<file path="config.mk">
export PLATFORM = sky130hd
export DESIGN_NAME = reference_count_table
export DESIGN_NICKNAME = d
export VERILOG_FILES = /design/src/hdl/rct_pkg.sv /design/src/hdl/rct_cell.sv /design/src/hdl/reference_count_table.sv
export SDC_FILE = /design/constraint.sdc
export NUM_CORES = 2
export LEC_CHECK = 0
export CORE_MARGIN = 2
export CORE_UTILIZATION = 55
export DETAILED_ROUTE_END_ITERATION = 8
export DONT_BUFFER_PORTS = 1
export HOLD_SLACK_MARGIN = 0.02
export PLACE_DENSITY = 0.71
export SLEW_MARGIN = 25
export SYNTH_ARGS = -nofsm -noshare
export SYNTH_HDL_FRONTEND = slang
export SYNTH_SLANG_ARGS = --single-unit
</file>
<file path="constraint.sdc">
create_clock -name clk -period 6.2 [get_ports clk]
set_clock_uncertainty 0.05 [all_clocks]
set_input_delay 1.24 -clock clk [delete_from_list [all_inputs] [get_ports clk]]
set_output_delay 1.24 -clock clk [all_outputs]
set_load 0.05 [all_outputs]
</file>
<file path="src/hdl/rct_pkg.sv">
// Shared types and codes for the reference count table.
`timescale 1ns / 1ps

package rct_pkg;

    // Table sizing defaults
    localparam int ENTRIES_DEFAULT      = 16;
    localparam int ADDRESS_BITS_DEFAULT = 48;

    // Fixed field widths
    localparam int ADDR_W  = 48;
    localparam int COUNT_W = 16;

    localparam logic [COUNT_W-1:0] COUNT_MAX = 16'hFFFF;

    // Action codes (code 3 behaves as a query)
    localparam logic [1:0] ACT_ADD     = 2'd0;
    localparam logic [1:0] ACT_RELEASE = 2'd1;
    localparam logic [1:0] ACT_QUERY   = 2'd2;

    // Status codes
    localparam logic [1:0] ST_OK        = 2'd0;
    localparam logic [1:0] ST_NULL      = 2'd1;
    localparam logic [1:0] ST_NOT_FOUND = 2'd2;
    localparam logic [1:0] ST_FULL      = 2'd3;

    // Request token that walks the cell chain
    typedef struct packed {
        logic               valid;
        logic [1:0]         action;
        logic               done;    // request already resolved
        logic               alloc;   // a free cell took the key
        logic [COUNT_W-1:0] count;
        logic [1:0]         status;
    } token_t;

endpackage

</file>
<file path="src/hdl/rct_cell.sv">
// One table entry: holds a key and its count, serves the passing request token.
`timescale 1ns / 1ps

module rct_cell #(
    parameter int INDEX   = 0,
    parameter int KEY_W   = 48,
    parameter int USED_W  = 5
) (
    input  logic                clk,
    input  logic                rst_n,
    input  logic [USED_W-1:0]   used,
    input  rct_pkg::token_t     tok_in,
    input  logic [KEY_W-1:0]    key_in,
    output rct_pkg::token_t     tok_out,
    output logic [KEY_W-1:0]    key_out
);

    localparam logic [USED_W-1:0] MY_INDEX = USED_W'(INDEX);

    logic [KEY_W-1:0]            addr_reg;
    logic [rct_pkg::COUNT_W-1:0] count_reg, count_next;
    logic                        write_addr;
    logic                        write_count;
    rct_pkg::token_t             tok_reg, tok_next;
    logic [KEY_W-1:0]            key_reg;
    logic                        in_use;
    logic                        hit;

    assign in_use = (MY_INDEX < used);
    assign hit    = in_use && (addr_reg == key_in);

    // Match, update or allocate for the token in front of this cell
    always_comb
    begin
        tok_next    = tok_in;
        count_next  = count_reg;
        write_addr  = 1'b0;
        write_count = 1'b0;
        if (tok_in.valid && !tok_in.done)
        begin
            if (hit)
            begin
                case (tok_in.action)
                    rct_pkg::ACT_ADD:
                    begin
                        if (count_reg != rct_pkg::COUNT_MAX)
                            count_next = count_reg + 1'b1;
                        write_count = 1'b1;
                    end
                    rct_pkg::ACT_RELEASE:
                    begin
                        if (count_reg != '0)
                            count_next = count_reg - 1'b1;
                        write_count = 1'b1;
                    end
                    default:
                    begin
                        count_next = count_reg;
                    end
                endcase
                tok_next.done   = 1'b1;
                tok_next.count  = count_next;
                tok_next.status = rct_pkg::ST_OK;
            end
            else if ((MY_INDEX == used) && (tok_in.action == rct_pkg::ACT_ADD))
            begin
                // first free entry: take the key
                count_next      = rct_pkg::COUNT_W'(1);
                write_addr      = 1'b1;
                write_count     = 1'b1;
                tok_next.done   = 1'b1;
                tok_next.alloc  = 1'b1;
                tok_next.count  = rct_pkg::COUNT_W'(1);
                tok_next.status = rct_pkg::ST_OK;
            end
        end
    end

    // Entry storage, no reset
    always_ff @(posedge clk)
    begin
        if (write_addr)
            addr_reg <= key_in;
        if (write_count)
            count_reg <= count_next;
    end

    // Token hand-off to the next cell
    always_ff @(posedge clk or negedge rst_n)
    begin
        if (!rst_n)
        begin
            tok_reg <= '0;
        end
        else
        begin
            tok_reg <= tok_next;
        end
    end

    always_ff @(posedge clk)
    begin
        key_reg <= key_in;
    end

    assign tok_out = tok_reg;
    assign key_out = key_reg;

endmodule

</file>
<file path="src/hdl/reference_count_table.sv">
// Top level of the reference count table: request entry, cell chain, result stage.
//
//   channel   signals                     direction  beat taken when
//   request   start, action, address      in         start && !busy
//   result    done, count, status         out        done (one cycle, no stall)
//
// A request walks the chain one cell per cycle; each cell compares it with its
// own entry. The result is registered after the last cell, and busy stays high
// until done, so no new request is taken while one is in the chain. Reset
// empties the table at once (the fill count goes to zero).
// The receiver cannot stall: done is high for exactly one cycle per request.
`timescale 1ns / 1ps

module reference_count_table #(
    parameter int ENTRIES      = rct_pkg::ENTRIES_DEFAULT,
    parameter int ADDRESS_BITS = rct_pkg::ADDRESS_BITS_DEFAULT
) (
    input  logic                        clk,
    input  logic                        rst_n,
    input  logic                        start,
    output logic                        busy,
    input  logic [1:0]                  action,
    input  logic [rct_pkg::ADDR_W-1:0]  address,
    output logic                        done,
    output logic [rct_pkg::COUNT_W-1:0] count,
    output logic [1:0]                  status
);

    localparam int KEY_W  = (ADDRESS_BITS < rct_pkg::ADDR_W) ? ADDRESS_BITS : rct_pkg::ADDR_W;
    localparam int USED_W = $clog2(ENTRIES + 1);
    localparam logic [USED_W-1:0] USED_MAX = USED_W'(ENTRIES);

    rct_pkg::token_t             tok   [0:ENTRIES];
    logic [KEY_W-1:0]            key   [0:ENTRIES];
    logic [USED_W-1:0]           used_reg;
    logic                        busy_reg;
    logic                        done_reg;
    logic [rct_pkg::COUNT_W-1:0] count_reg;
    logic [1:0]                  status_reg;
    logic                        accept;
    rct_pkg::token_t             last;

    assign accept = start && !busy_reg;

    // Entry token built from the request beat
    always_comb
    begin
        key[0]        = address[KEY_W-1:0];
        tok[0]        = '0;
        tok[0].valid  = accept;
        tok[0].action = action;
        if (address[KEY_W-1:0] == '0)
        begin
            tok[0].done   = 1'b1;
            tok[0].status = rct_pkg::ST_NULL;
        end
        else
        begin
            tok[0].status = rct_pkg::ST_OK;
        end
    end

    // Cell chain
    for (genvar i = 0; i < ENTRIES; i++)
    begin : g_cell
        rct_cell #(
            .INDEX  (i),
            .KEY_W  (KEY_W),
            .USED_W (USED_W)
        ) u_cell (
            .clk     (clk),
            .rst_n   (rst_n),
            .used    (used_reg),
            .tok_in  (tok[i]),
            .key_in  (key[i]),
            .tok_out (tok[i+1]),
            .key_out (key[i+1])
        );
    end

    assign last = tok[ENTRIES];

    // Busy flag, fill count and result register
    always_ff @(posedge clk or negedge rst_n)
    begin
        if (!rst_n)
        begin
            busy_reg <= 1'b0;
            done_reg <= 1'b0;
            used_reg <= '0;
        end
        else
        begin
            done_reg <= last.valid;
            if (accept)
                busy_reg <= 1'b1;
            else if (last.valid)
                busy_reg <= 1'b0;
            if (last.valid && last.alloc)
                used_reg <= used_reg + 1'b1;
        end
    end

    // Unresolved at the chain end: full on add, otherwise not found
    always_ff @(posedge clk)
    begin
        if (last.valid)
        begin
            if (last.done)
            begin
                count_reg  <= last.count;
                status_reg <= last.status;
            end
            else
            begin
                count_reg  <= '0;
                status_reg <= (last.action == rct_pkg::ACT_ADD) ? rct_pkg::ST_FULL
                                                                 : rct_pkg::ST_NOT_FOUND;
            end
        end
    end

    assign busy   = busy_reg;
    assign done   = done_reg;
    assign count  = count_reg;
    assign status = status_reg;

`ifndef SYNTHESIS
    // A result only shows once the request has left the chain
    a_done_not_busy: assert property (@(posedge clk) disable iff (!rst_n)
        done_reg |-> !busy_reg)
        else $error("result while still busy");

    // Fill count never passes the table size
    a_used_bound: assert property (@(posedge clk) disable iff (!rst_n)
        used_reg <= USED_MAX)
        else $error("fill count beyond table size");

    // Fill count moves only with an ok result of count one
    a_used_step: assert property (@(posedge clk) disable iff (!rst_n)
        (used_reg != $past(used_reg)) |->
            (done_reg && status_reg == rct_pkg::ST_OK && count_reg == rct_pkg::COUNT_W'(1)))
        else $error("fill count changed without an allocation");

    // Failed requests report a zero count
    a_fail_zero: assert property (@(posedge clk) disable iff (!rst_n)
        (done_reg && status_reg != rct_pkg::ST_OK) |-> (count_reg == '0))
        else $error("nonzero count on failed request");

    // An accepted beat holds the block busy
    a_accept_busy: assert property (@(posedge clk) disable iff (!rst_n)
        (start && !busy_reg) |=> busy_reg)
        else $error("request accepted but not busy");
`endif

endmodule
</file>
==> results.py <==
metrics = {
    "placement": {
        "numPortBuffers": 0,
        "dp_hpwl_mm": 131,
        "place.gp.congestion": 0.905,
        "pre_cts_ws_ns": 1.70,
    },
    "timing": {
        "slew_viol_final": 0,
        "setup_tns_ns": 0,
        "hold_violations": 0,
        "rsz0062_at_grt": "no",
        "timing.slew.headroom": 0.168,
        "worstMarginPinSlew_ns": 1.25,
        "setup_viol_count_final": 0,
        "hold_ws_ns": 0.0797,
        "timing.final.ws_setup_ns": 1.74,
        "period_minus_slack_ns": 4.46,
        "max_freq_ghz": 0.224,
        "post-route-period-util": 0.720,
    },
    "setup_path": {
        "crit_type": "reg2reg",
        "startpoint": "used_reg[4]",
        "crit_required_ns": 6.60,
        "critPathArrivalTime_ns": 4.86,
        "worstSetupEndpointType": "flop",
        "r2r-end": "g_cell[13].u_cell.count_reg[0]",
        "startpoint_type": "flop",
        "path_max_fanout": 33,
        "r2r_setup_slack_ns": 1.74,
        "reg2reg_from": "used_reg[4]",
        "setup.worst_path.end": "g_cell[13].u_cell.count_reg[0]",
        "r2r_cells": 7,
    },
    "floorplan": {
        "rows": 140,
        "die_x_um": 388,
        "ios": 73,
        "die_h_um": 388,
        "initial_core_util": 0.555,
        "core_area_um2": 146000,
        "die-area_um2": 150000,
    },
    "synth": {
        "synth.yosys.seq_area_share": 0.675,
        "synth_edf_count": 1042,
        "yosysUniqueCellTypes": 92,
        "ys_ff_latch": 2121,
        "yosys_warnings": 0,
        "synth_top_cell_area_share": 0.386,
        "syn_nets": 6292,
        "syn_area_um2": 81000,
        "synth.avg_cell_area_um2": 13.1,
        "synth_top_flop_cell": "edfxtp_1",
        "synthArstFlopShare": 0.169,
        "synth_top_area_cell": "edfxtp_1",
        "netlist_top_cells_area": "edfxtp_1 39%, dfxtp_1 18%, dfrtp_1 11%, xnor2_1 6.1%, xor2_1 4.1%",
        "syn_inst": 6188,
    },
    "pwr": {
        "fin_total_pwr_mw": 28.2,
        "p_per_area_nw_per_um2": 314,
        "p_leak_nw": 32.8,
        "ir_drop_mv": 0.300,
    },
    "drt": {
        "wl_per_cell_um": 21.5,
        "routed_via_density": 5.68,
        "wl_mm": 179,
        "drc": 0,
        "firstDrtPassIters": 7,
        "ant_nets": 0,
        "via_count": 47400,
        "drtIter0Drc": 3350,
    },
    "clock_tree": {
        "worstSkewPairLatency_ns": 0.83,
        "cts_max_level": 4,
        "cts_hold_buf": 0,
        "cts_buffers": 202,
        "clk_pin_slew_ns": 0.06,
        "cts_root_buffer": "clkbuf_16",
        "post_cts_buffers": 0,
        "clock-sinks": 2121,
        "clk_path_buf_depth": 3,
        "cts_repair_resize_count": 0,
        "cts_tree": "yes",
    },
    "grt": {
        "grt_pass1_vias": 48000,
        "antenna_found_initial": 0,
        "grt_max_degree": 360,
        "grt_pass1_wl_mm": 277,
        "track_usage": 0.238,
        "overflow": 0,
    },
    "status": {
        "status": "complete, no violations",
    },
    "hold_path": {
        "min_path_type": "in2async",
    },
    "final_layout": {
        "largest_reg_flops": 768,
        "nNetsFinal": 6355,
        "drive_gt1_frac": 0.0742,
        "syn_to_final_growth_pct": 11.2,
    },
    "run": {
        "drv_cap": 0,
    },
}
[layer usage]
layer  vias up  GRT usage  part of all wire
li1      22700          -                 -
met1     23100      0.278              0.39
met2      1221      0.430              0.52
met3       418     0.0318             0.035
met4         0      0.116             0.050
met5         -          0                 0
[final cells by class]
class                   instances  area [µm²]
diodes                          1        2.50
repair buffers                 48         360
multi-input cells            3758       25200
clock inverters                98        1120
clock buffers                 285        5850
flip-flops and latches       2121       54700
well taps                    1917        2400
inverters                     120         454
fillers                     11100       55900
[power breakdown]
part / internal [mW] / switching (mW) / leakage (nW)
Sequential: 15.0 / 0.321 / 20.3
Clock: 7.23 / 5.29 / 3.41
Combinational: 0.201 / 0.243 / 9.02
[worst min path at each step]
stage / end / cells after the start
6_report: g_cell[0].u_cell.tok_out[8] / 0
5_1_grt: g_cell[0].u_cell.tok_out[8] / 0
4_1_cts: g_cell[0].u_cell.tok_out[8] / 0
3_5_place_dp: g_cell[13].u_cell.key_out[4] / 0
3_3_place_gp: g_cell[13].u_cell.key_out[0] / 0
2_1_floorplan: g_cell[8].u_cell.key_out[15] / 0
[layout by cell type (no fill, tap or decap), types with 19 or more instances in the layout]
cell type / instances
nor2b_1: 62
nor2_1: 429
edfxtp_1: 1042
nor3_1: 154
xnor2_1: 562
clkbuf_1: 43
nand3_1: 202
nor4_1: 198
nand2_1: 280
or3_1: 34
clkbuf_16: 209
a22o_1: 60
ha_1: 51
nand2b_1: 78
mux2i_1: 77
o31ai_1: 43
xor2_1: 382
nor3b_1: 21
or4_1: 45
a31oi_1: 44
a211oi_1: 21
or2_2: 43
dfxtp_1: 720
a21oi_1: 93
clkinv_2: 35
dfrtp_1: 359
and2_1: 53
inv_1: 108
buf_4: 48
and3_1: 62
clkbuf_8: 33
o22ai_1: 28
nand4_1: 243
o21ai_0: 170
clkinv_1: 19
[cells by family after synthesis]
| logic type | count (synthesis) | synth area share |
|---|---|---|
| adder cells (fa/ha/maj) | 51 | 0.00788 |
| XOR/XNOR | 944 | 0.102 |
| flip-flops | 2121 | 0.675 |
| AND/OR/NAND/NOR | 1992 | 0.130 |
| multiplexers | 89 | 0.0112 |
| buffers and inverters | 309 | 0.0148 |
| AO/OA/AOI/OAI | 682 | 0.0582 |
[per-stage QoR]
step | area, µm² | utilization | std cells
4_1_cts | 90000 | 0.617 | 8347
6_report | 90000 | 0.617 | 8348
2_1_floorplan | 81000 | - | 6188
5_1_grt | 90000 | 0.617 | 8347
3_5_place_dp | 83000 | 0.569 | 7964
3_3_place_gp | 83000 | 0.569 | 7964
[synth_stat cells, types with 45 or more instances]
cell type,instances
xor2_1,382
and3_1,67
o21ai_0,170
ha_1,51
nand2b_1,78
inv_1,116
mux2i_1,77
nand4_1,243
or4_1,45
clkbuf_1,164
nor2b_1,62
nor2_1,431
dfrtp_1,359
edfxtp_1,1042
nor4_1,200
a21oi_1,94
dfxtp_1,720
nand2_1,280
xnor2_1,562
a22o_1,60
nand3_1,202
and2_1,53
nor3_1,155
[critical path: stages, from the launching register on]
cell     delay, ns
dfrtp_1       0.75
a21oi_1       0.29
or4_1         0.55
nor3_1        0.18
nand4_1       0.72
or2_2         0.81
nand2_1       0.16
o21a_1        0.59
(Power assumes the default switching activity.)
